--- src/sv/sle_pkg.sv ---
// Types, constants and codes shared by the sorted list engine.
`timescale 1ns / 1ps
package sle_pkg;

    localparam int MAX_ENTRIES = 16;
    localparam int IDX_W       = $clog2(MAX_ENTRIES);
    localparam int CNT_W       = $clog2(MAX_ENTRIES + 1);

    localparam logic [1:0] ACT_INSERT = 2'd0;
    localparam logic [1:0] ACT_DELETE = 2'd1;
    localparam logic [1:0] ACT_SEARCH = 2'd2;

    localparam logic [1:0] ST_OK        = 2'd0;
    localparam logic [1:0] ST_FULL      = 2'd1;
    localparam logic [1:0] ST_NOT_FOUND = 2'd2;

    typedef struct packed {
        logic [1:0]         action;
        logic signed [31:0] value;
    } t_in_item;

    typedef struct packed {
        logic [4:0] position;
        logic       found;
        logic [4:0] entry_count;
        logic [1:0] status;
    } t_out_item;

endpackage

--- src/sv/sorted_list_engine.sv ---
// Sorted list engine: scan, shift and count control around one entry memory.
// Sequence: a search, a full insert or a missed delete scans the entries, then strobes the result;
// an insert or a hit delete also moves the entries behind the position one at a time, each with a
// read and a write. One entry read per scan step and one comparator set the pace.
// Throughput: one transfer at a time; busy stays high until the result is registered.
// Reset: synchronous active low; clears the count and control, entry contents stay unknown.
`timescale 1ns / 1ps
module sorted_list_engine (
    input  logic               i_clk,
    input  logic               i_rst_n,
    input  logic               start,
    input  sle_pkg::t_in_item  i_item,
    output logic               busy,
    output logic               o_valid,
    output sle_pkg::t_out_item o_result
);
    import sle_pkg::*;

    localparam logic [2:0] S_IDLE   = 3'd0;
    localparam logic [2:0] S_SCAN   = 3'd1;
    localparam logic [2:0] S_EXEC   = 3'd2;
    localparam logic [2:0] S_INS_RD = 3'd3;
    localparam logic [2:0] S_INS_WR = 3'd4;
    localparam logic [2:0] S_DEL_RD = 3'd5;
    localparam logic [2:0] S_DEL_WR = 3'd6;

    logic signed [31:0] r_mem [MAX_ENTRIES];
    logic signed [31:0] r_rd;

    logic [2:0]       r_state, n_state;
    logic [CNT_W-1:0] r_cnt, n_cnt;
    logic [CNT_W-1:0] r_idx, n_idx;
    logic [CNT_W-1:0] r_k, n_k;
    logic             r_eq, n_eq;
    t_in_item         r_in, n_in;
    logic             r_valid, n_valid;
    t_out_item        r_res, n_res;

    logic               rd_en;
    logic [IDX_W-1:0]   rd_addr;
    logic               wr_en;
    logic [IDX_W-1:0]   wr_addr;
    logic signed [31:0] wr_data;
    logic               cmp_ge;

    assign cmp_ge = $signed(r_rd) >= $signed(r_in.value);

    always_comb begin
        n_state = r_state;
        n_cnt   = r_cnt;
        n_idx   = r_idx;
        n_k     = r_k;
        n_eq    = r_eq;
        n_in    = r_in;
        n_valid = 1'b0;
        n_res   = r_res;
        rd_en   = 1'b0;
        rd_addr = '0;
        wr_en   = 1'b0;
        wr_addr = '0;
        wr_data = r_in.value;
        case (r_state)
            S_IDLE: begin
                if (start) begin
                    n_in  = i_item;
                    n_idx = '0;
                    n_eq  = 1'b0;
                    rd_en = 1'b1;
                    if (r_cnt == '0) begin
                        n_state = S_EXEC;
                    end else begin
                        n_state = S_SCAN;
                    end
                end
            end
            S_SCAN: begin
                if (cmp_ge) begin
                    n_eq    = (r_rd == r_in.value);
                    n_state = S_EXEC;
                end else if (CNT_W'(r_idx + 1'b1) == r_cnt) begin
                    n_idx   = r_cnt;
                    n_state = S_EXEC;
                end else begin
                    n_idx   = CNT_W'(r_idx + 1'b1);
                    rd_en   = 1'b1;
                    rd_addr = IDX_W'(r_idx + 1'b1);
                end
            end
            S_EXEC: begin
                n_res.found       = r_eq;
                n_res.entry_count = 5'(r_cnt);
                n_res.status      = ST_OK;
                n_res.position    = 5'(r_idx + 1'b1);
                case (r_in.action)
                    ACT_INSERT: begin
                        if (r_cnt == CNT_W'(MAX_ENTRIES)) begin
                            n_res.status = ST_FULL;
                            n_valid      = 1'b1;
                            n_state      = S_IDLE;
                        end else begin
                            n_k     = r_cnt;
                            n_state = S_INS_RD;
                        end
                    end
                    ACT_DELETE: begin
                        if (r_eq) begin
                            n_k     = r_idx;
                            n_state = S_DEL_RD;
                        end else begin
                            n_res.position = 5'(r_cnt + 1'b1);
                            n_res.status   = ST_NOT_FOUND;
                            n_valid        = 1'b1;
                            n_state        = S_IDLE;
                        end
                    end
                    default: begin
                        if (!r_eq) begin
                            n_res.position = 5'(r_cnt + 1'b1);
                            n_res.status   = ST_NOT_FOUND;
                        end
                        n_valid = 1'b1;
                        n_state = S_IDLE;
                    end
                endcase
            end
            S_INS_RD: begin
                if (r_k > r_idx) begin
                    rd_en   = 1'b1;
                    rd_addr = IDX_W'(r_k - 1'b1);
                    n_state = S_INS_WR;
                end else begin
                    wr_en             = 1'b1;
                    wr_addr           = IDX_W'(r_idx);
                    wr_data           = r_in.value;
                    n_cnt             = CNT_W'(r_cnt + 1'b1);
                    n_res.entry_count = 5'(r_cnt + 1'b1);
                    n_valid           = 1'b1;
                    n_state           = S_IDLE;
                end
            end
            S_INS_WR: begin
                wr_en   = 1'b1;
                wr_addr = IDX_W'(r_k);
                wr_data = r_rd;
                n_k     = CNT_W'(r_k - 1'b1);
                n_state = S_INS_RD;
            end
            S_DEL_RD: begin
                if (CNT_W'(r_k + 1'b1) < r_cnt) begin
                    rd_en   = 1'b1;
                    rd_addr = IDX_W'(r_k + 1'b1);
                    n_state = S_DEL_WR;
                end else begin
                    n_cnt             = CNT_W'(r_cnt - 1'b1);
                    n_res.entry_count = 5'(r_cnt - 1'b1);
                    n_valid           = 1'b1;
                    n_state           = S_IDLE;
                end
            end
            S_DEL_WR: begin
                wr_en   = 1'b1;
                wr_addr = IDX_W'(r_k);
                wr_data = r_rd;
                n_k     = CNT_W'(r_k + 1'b1);
                n_state = S_DEL_RD;
            end
            default: begin
                n_state = S_IDLE;
            end
        endcase
    end

    always_ff @(posedge i_clk) begin
        if (wr_en) begin
            r_mem[wr_addr] <= wr_data;
        end
        if (rd_en) begin
            r_rd <= r_mem[rd_addr];
        end
    end

    always_ff @(posedge i_clk) begin
        if (!i_rst_n) begin
            r_state <= S_IDLE;
            r_cnt   <= '0;
            r_valid <= 1'b0;
        end else begin
            r_state <= n_state;
            r_cnt   <= n_cnt;
            r_valid <= n_valid;
        end
    end

    always_ff @(posedge i_clk) begin
        r_idx <= n_idx;
        r_k   <= n_k;
        r_eq  <= n_eq;
        r_in  <= n_in;
        r_res <= n_res;
    end

    assign busy     = (r_state != S_IDLE);
    assign o_valid  = r_valid;
    assign o_result = r_res;

    a_cnt_bound: assert property (@(posedge i_clk) disable iff (!i_rst_n)
        r_cnt <= CNT_W'(MAX_ENTRIES))
        else $error("entry count above capacity");

    a_cnt_change: assert property (@(posedge i_clk) disable iff (!i_rst_n)
        (n_cnt != r_cnt) |-> n_valid)
        else $error("count changed outside a finishing step");

    a_scan_range: assert property (@(posedge i_clk) disable iff (!i_rst_n)
        (r_state == S_SCAN) |-> (r_idx < r_cnt))
        else $error("scan index beyond count");

    a_full_cnt: assert property (@(posedge i_clk) disable iff (!i_rst_n)
        (o_valid && o_result.status == ST_FULL) |-> (r_cnt == CNT_W'(MAX_ENTRIES)))
        else $error("full reported below capacity");

    a_notfound_pos: assert property (@(posedge i_clk) disable iff (!i_rst_n)
        (o_valid && o_result.status == ST_NOT_FOUND)
            |-> (!o_result.found && o_result.position == 5'(o_result.entry_count + 1'b1)))
        else $error("not-found result with bad position");

    a_valid_idle: assert property (@(posedge i_clk) disable iff (!i_rst_n)
        o_valid |-> !busy)
        else $error("result strobe while busy");

endmodule
--- config.mk ---
export PLATFORM = sky130hd
export DESIGN_NAME = sorted_list_engine
export DESIGN_NICKNAME = d
export VERILOG_FILES = /design/src/sv/sle_pkg.sv /design/src/sv/sorted_list_engine.sv
export SDC_FILE = /design/constraint.sdc
export NUM_CORES = 1
export LEC_CHECK = 0
export ABC_CLOCK_PERIOD_IN_PS = 4700
export BUFFER_PORTS_ARGS = -buffer_cell sky130_fd_sc_hd__buf_2
export CAP_MARGIN = 20
export CORE_MARGIN = 4
export CORE_UTILIZATION = 60
export CTS_CLUSTER_SIZE = 40
export DETAILED_ROUTE_END_ITERATION = 8
export GPL_ROUTABILITY_DRIVEN = 1
export GPL_TIMING_DRIVEN = 0
export MAX_ROUTING_LAYER = met4
export PLACE_DENSITY_LB_ADDON = 0.08
export SYNTH_ARGS = -nofsm -noshare
export SYNTH_HDL_FRONTEND = slang
export SYNTH_SLANG_ARGS = --single-unit
--- constraint.sdc ---
create_clock -name i_clk -period 4.7 [get_ports i_clk]
set_input_delay 0.94 -clock i_clk [delete_from_list [all_inputs] [get_ports i_clk]]
set_output_delay 0.94 -clock i_clk [all_outputs]
set_load 0.005 [all_outputs]
Word-level counts from Yosys, hierarchy flattened
Memories as Yosys holds them, arrays and structs flattened. A register that Yosys moved wholly into a read port is not among the register bits.
Index checks and enable logic that the tools add are counted.
Storage, ports and cells
  flip-flop bits (word level): 67
  RAM bits: 512
  input port bits: 37
  output and inout bits: 15
  word-level logic and storage cells: 109
  memories kept: 1
Memories
  r_mem: words 16, bits a word 32, read ports 1, clocked after memory_dff 1, write ports 1, line sorted_list_engine.sv:27  | logic signed [31:0] r_mem [MAX_ENTRIES];
Operators by class
  add/subtract/negate cells: 5
  magnitude comparators: 3
  eq/ne operators: 19
  multiplexer cells: 53
  reductions and logical operators: 16
Operator list (count)
  5-bit two-way mux: 9
  32-bit equality test: 1
  32-bit >= comparator: 1
  32-bit two-way mux: 1
  5-bit case mux with 2 select lines: 3
  5-bit case mux with 3 select lines: 2
  3-bit case mux with 7 select lines: 1
  4-bit two-way mux: 5
  3-bit two-way mux: 6
  5-bit by 1-bit adder with 5-bit output (second input constant): 3
  1-bit two-way mux: 14
  4-bit case mux with 3 select lines: 1
  3-bit AND reduction: 4
  2-bit != test (second input constant): 5
  5-bit by 1-bit subtractor with 5-bit output (second input constant): 2
  3-bit equality test (second input constant): 3
  3-bit != test (second input constant): 3
  3-bit nonzero test: 3
  2-bit two-way mux: 4
  4-bit case mux with 2 select lines: 1
  3-bit by 2-bit equality test with 1-bit output (second input constant): 2
  1-bit case mux with 2 select lines: 3
  3-bit case mux with 2 select lines: 1
  5-bit equality test: 1
  other kinds (15): 17

Logic depth before layout (Yosys ltp)
  depth after elaboration: 5
  mapped depth: 18

Worst setup path before layout
No wires, ideal clock.
  kind: register -> register
  start point: register r_idx[1]
  end point: memory r_mem[15][0], enable pin
  arrival: 3.522 ns
  data required time: 4.279 ns
  path slack: 0.757 ns
  stages on the path, launching flop included: 12
  buffers on the path: 0
  period minus slack after synthesis: 3.943 ns
  path through: edfxtp_1 -> inv_1 -> ha_1 -> nor2b_1 -> o21a_1 -> o21ai_0 -> a21oi_1 -> nor2_1 -> nand2_1 -> o22ai_1 -> a2bb2oi_1 -> nor2_1
Between the ends
  word-level cells in the longest chain between the ends: 5
  elaborated cells between the ends (all ways): 7
  classes of those cells: 1 x order compare; 6 x mux
Ends and longest elaborated chain
  start, declared: line sorted_list_engine.sv:32  | logic [CNT_W-1:0] r_idx, n_idx;
  start signal, assigned: line sorted_list_engine.sv:195  | r_idx <= n_idx;
  5-bit greater-than comparator: line sorted_list_engine.sv:127  | if (r_k > r_idx) begin
  1-bit two-way mux: line sorted_list_engine.sv:127
  1-bit case mux with 2 select lines: line sorted_list_engine.sv:62  | case (r_state)
  1-bit two-way mux: line sorted_list_engine.sv:174  | if (wr_en) begin
  1-bit two-way mux (not written as such): line sorted_list_engine.sv:175  | r_mem[wr_addr] <= wr_data;
  end, declared: line sorted_list_engine.sv:27
Several ways; a longest one is shown, not always the timed one.

Worst setup path in the final report
  start point: register r_rd[14], read port of r_mem
  end point: register r_rd[13], read port of r_mem, data pin
Between the ends
  word-level cells in the longest chain between the ends: 3
  elaborated cells between the ends (all ways): 5
  classes of those cells: 1 x order compare; 4 x mux
Ends and longest elaborated chain
  start, declared: line sorted_list_engine.sv:28  | logic signed [31:0] r_rd;
  32-bit >= comparator (*): line sorted_list_engine.sv:46  | assign cmp_ge = $signed(r_rd) >= $signed(r_in.value);
  1-bit two-way mux / 4-bit two-way mux (equally long branches): line sorted_list_engine.sv:77  | if (cmp_ge) begin
  1-bit case mux with 4 select lines / 4-bit case mux with 3 select lines (equally long branches): line sorted_list_engine.sv:62
Every way passes the cells marked *; elsewhere a longest branch is shown, timed or not.
A chain may end at the register's enable or synchronous reset.

==> impl_metrics.ini <==
[pwr]
p_leak_nw = 10.4
clock_power_share = 0.387
vdd_ir_drop_max_mv = 0.397
total_power_mw = 11.8
p_sw_mw = 2.66
seq_power_share = 0.530
p_int_mw = 9.09
swShare = 0.227
pwr-share-comb = 0.083
power.density_cell_area_nw_per_um2 = 403

[worst_hold_path]
timing.hold.worst.class = primary input to flip-flop

[critical_path]
required_ns = 5.16
critical_path_peak_fanout = 10
crit_end_category = flip-flop
timing_worst_setup_path_type = flip-flop to flip-flop
crit_arrival_ns = 5.09
startpoint_class_of_the_critical_path = flip-flop

[finish]
design.final.nets = 2027
finalCoreUtilization = 0.694
seqCellArea_sq_um = 18300
multi_input_area_sq_um = 6850
drive_gt1_frac = 0.148
finish.cell_count_without_fillers = 2527
syn_to_final_growth_pct = 14.0
most_common_library_cell_in_the_layout_ignoring_fill_and_taps = sky130_fd_sc_hd__edfxtp_1
insertedDiodeCount = 0
mostFrequentLayoutCells = sky130_fd_sc_hd__edfxtp_1, sky130_fd_sc_hd__nand2_1, sky130_fd_sc_hd__buf_2
final_design_area_no_fill_sq_um = 29200
nFillCells = 2833

[floorplanning]
initial_utilization = 0.609
die_width_um = 215
fp.coreArea_sq_um = 42000
core.rowCount = 75
dieArea_sq_um = 46000
floorplan.die.height_um = 215
boundaryPins = 52

[drt]
vias = 16000
antenna_left = 0
viasPerCell = 6.35
firstDrtPassIters = 5
post_drt_wl_per_cell_um = 25.7
drt-total-wl_mm = 65.1
drtIter0Drc = 2063
drc = 0

[yosys]
ys_async_sr_fraction = 0
syn_avg_cell_area_sq_um = 14.4
yosys_most_used_dff = sky130_fd_sc_hd__edfxtp_1
synth_top_family_by_area = compound AO/OA/AOI/OAI gates
synth.mux.area_fraction = 0.0367
synth-seq-cells = 611
synth_cell_type_count = 65
synthesis.instances = 1783
synth_xor_area_frac = 0.00953
synth_warnings = 0
synth-edff-count = 602
mappedNetlistNets = 1866
synth_fa_ha_area_frac = 0.0225
synth-simple-area-share = 0.0907
post_synth_instance_area_sq_um = 25600
synth_compound_area_frac = 0.102
synth_sequential_area_ratio = 0.713

[placement]
port_buffers = 51
placedCellCount = 2417
dpl_worst_slack_ns = -0.756
place_congestion = 0.894
hpwlAfterDp_mm = 43.6
postPlaceCellArea_sq_um = 27300

[timing]
clock.fmax_ghz = 0.216
layout_worst_path_cycle_share = 0.986
worst_pin_slew_ns = 1.12
slew_headroom = 0.250
layout_setup_ws_ns = 0.0652
final-setup-viol-count = 0
hold_violations = 0
finalClockSkew_ns = 0.0273
total_negative_slack_for_setup_checks_ns = 0
slew_viol_final = 0
rsz0062_at_grt = no
worst_hold_slack_ns = 0.496
final_period_minus_worst_setup_slack_ns = 4.63

[global_route]
grt_antenna_before_repair = 1
grt.total_usage = 0.286
first_global_vias = 15800
grt_start_max_net_pins = 25
first_pass_grt_wire_length_mm = 96.6
grt.overflow.total = 0

[cts]
cts_tree = yes
clk_pin_slew_ns = 0.06
clock_insertion_delay_at_the_later_pin_of_the_skew_report_ns = 0.62
cts_sinks = 611
cts.htree.levels = 2
tritoncts.num_buffers = 58
cts_root_buffer = sky130_fd_sc_hd__clkbuf_16
max-clock-path-buffers = 3

[run_status]
run_status = finished, final reports clean

[run]
maxCapViolations = 0
## per-layer routing
layer	track usage	routed length, um	vias to the layer above	share of wire
met5	-	0	-	0
met1	0.374	26100	7955	0.40
li1	-	-	7187	-
met4	0.0867	1980	0	0.030
met3	0.0541	5480	145	0.084
met2	0.463	31500	747	0.48
## worst paths after layout
check	start	endpoint	slack, ns	cells after the start
max reg2reg	r_rd[14]	r_rd[13]	0.07	11
min reg2reg	r_eq	o_result[7]	0.54	0
max	r_rd[14]	r_rd[13]	0.07	11
min	i_item[27]	r_in[27]	0.50	1
## logic make-up after synthesis
| family | count (synthesis) |
|---|---|
| adders and majority gates | 46 |
| and+or+nand+nor | 518 |
| DFF | 611 |
| buffers and inverters | 148 |
| muxes | 94 |
| AOI/OAI and AO/OA | 339 |
| xor gates and xnor gates | 27 |
## worst max-delay path, stage by stage (launching register included)
cell	delay [ns]
sky130_fd_sc_hd__edfxtp_1	0.42
sky130_fd_sc_hd__ha_1	0.35
sky130_fd_sc_hd__nand4_1	0.29
sky130_fd_sc_hd__a2111oi_0	0.64
sky130_fd_sc_hd__buf_1	0.26
sky130_fd_sc_hd__o31a_1	0.39
sky130_fd_sc_hd__nor4_1	0.16
sky130_fd_sc_hd__nor4_1	0.58
sky130_fd_sc_hd__o211a_1	0.41
sky130_fd_sc_hd__buf_1	0.61
sky130_fd_sc_hd__nand3_1	0.22
sky130_fd_sc_hd__nand4_1	0.15
## power groups by stage
| stage | Combinational, mW | Clock, mW | Sequential, mW |
|---|---|---|---|
| after global routing | 1.05 | 4.85 | 6.24 |
| after CTS | 0.954 | 4.59 | 6.23 |
| after detailed placement | 0.945 | 0 | 6.34 |
| final | 0.971 | 4.55 | 6.23 |
| after global placement | 0.870 | 0 | 6.36 |
| after floorplan | 0.558 | 0 | 6.34 |
## cells in the mapped netlist, types with 6 or more instances
library cell | count | area, sq um
sky130_fd_sc_hd__and2_1 | 7 | 43.8
sky130_fd_sc_hd__nand2_1 | 292 | 1100
sky130_fd_sc_hd__nor3_1 | 7 | 35.0
sky130_fd_sc_hd__a221o_1 | 32 | 320
sky130_fd_sc_hd__ha_1 | 46 | 576
sky130_fd_sc_hd__o22ai_1 | 7 | 43.8
sky130_fd_sc_hd__buf_2 | 34 | 170
sky130_fd_sc_hd__xnor2_1 | 18 | 158
sky130_fd_sc_hd__inv_1 | 44 | 165
sky130_fd_sc_hd__and3_1 | 7 | 43.8
sky130_fd_sc_hd__a31o_1 | 30 | 263
sky130_fd_sc_hd__a21o_1 | 6 | 45.0
sky130_fd_sc_hd__edfxtp_1 | 602 | 18100
sky130_fd_sc_hd__nand4_1 | 41 | 257
sky130_fd_sc_hd__nand3_1 | 81 | 405
sky130_fd_sc_hd__dfxtp_1 | 9 | 180
sky130_fd_sc_hd__o221ai_2 | 30 | 450
sky130_fd_sc_hd__nor4_1 | 7 | 43.8
sky130_fd_sc_hd__nor2_1 | 44 | 165
sky130_fd_sc_hd__a21oi_1 | 96 | 480
sky130_fd_sc_hd__buf_1 | 11 | 41.3
sky130_fd_sc_hd__clkbuf_1 | 49 | 184
sky130_fd_sc_hd__xor2_1 | 8 | 70.1
sky130_fd_sc_hd__o21ai_0 | 55 | 275
sky130_fd_sc_hd__o22a_1 | 31 | 272
sky130_fd_sc_hd__mux2i_1 | 94 | 941
sky130_fd_sc_hd__buf_6 | 8 | 90.1
sky130_fd_sc_hd__nor2b_1 | 9 | 56.3
## repair_timing
item                                    in CTS  in global routing
hold buffers                                 0                  0
hold endpoints to repair                     0                  0
endpoints found under the setup margin      32                 32
pin swaps                                    0                  1
resized for setup                           11                 21
buffers inserted                             0                  1
## final cells by class
class / count / area share
well taps: 539 / 0.0231
clock buffers: 73 / 0.0524
multi-input cells: 1024 / 0.235
plain buffers: 102 / 0.0175
inverters: 46 / 0.00591
repair buffers: 101 / 0.0305
clock inverters: 31 / 0.0106
flip-flops and latches: 611 / 0.625
## sequential cells by signal, indices dropped and copies added, names as in the netlist
| signal | flops |
|---|---|
| o_result | 13 |
| o_valid | 1 |
| r_cnt | 5 |
| r_eq | 1 |
| r_idx | 5 |
| r_in | 34 |
| r_k | 5 |
| r_mem | 512 |
| r_rd | 32 |
| r_state | 3 |
(Power assumes the default switching activity.)
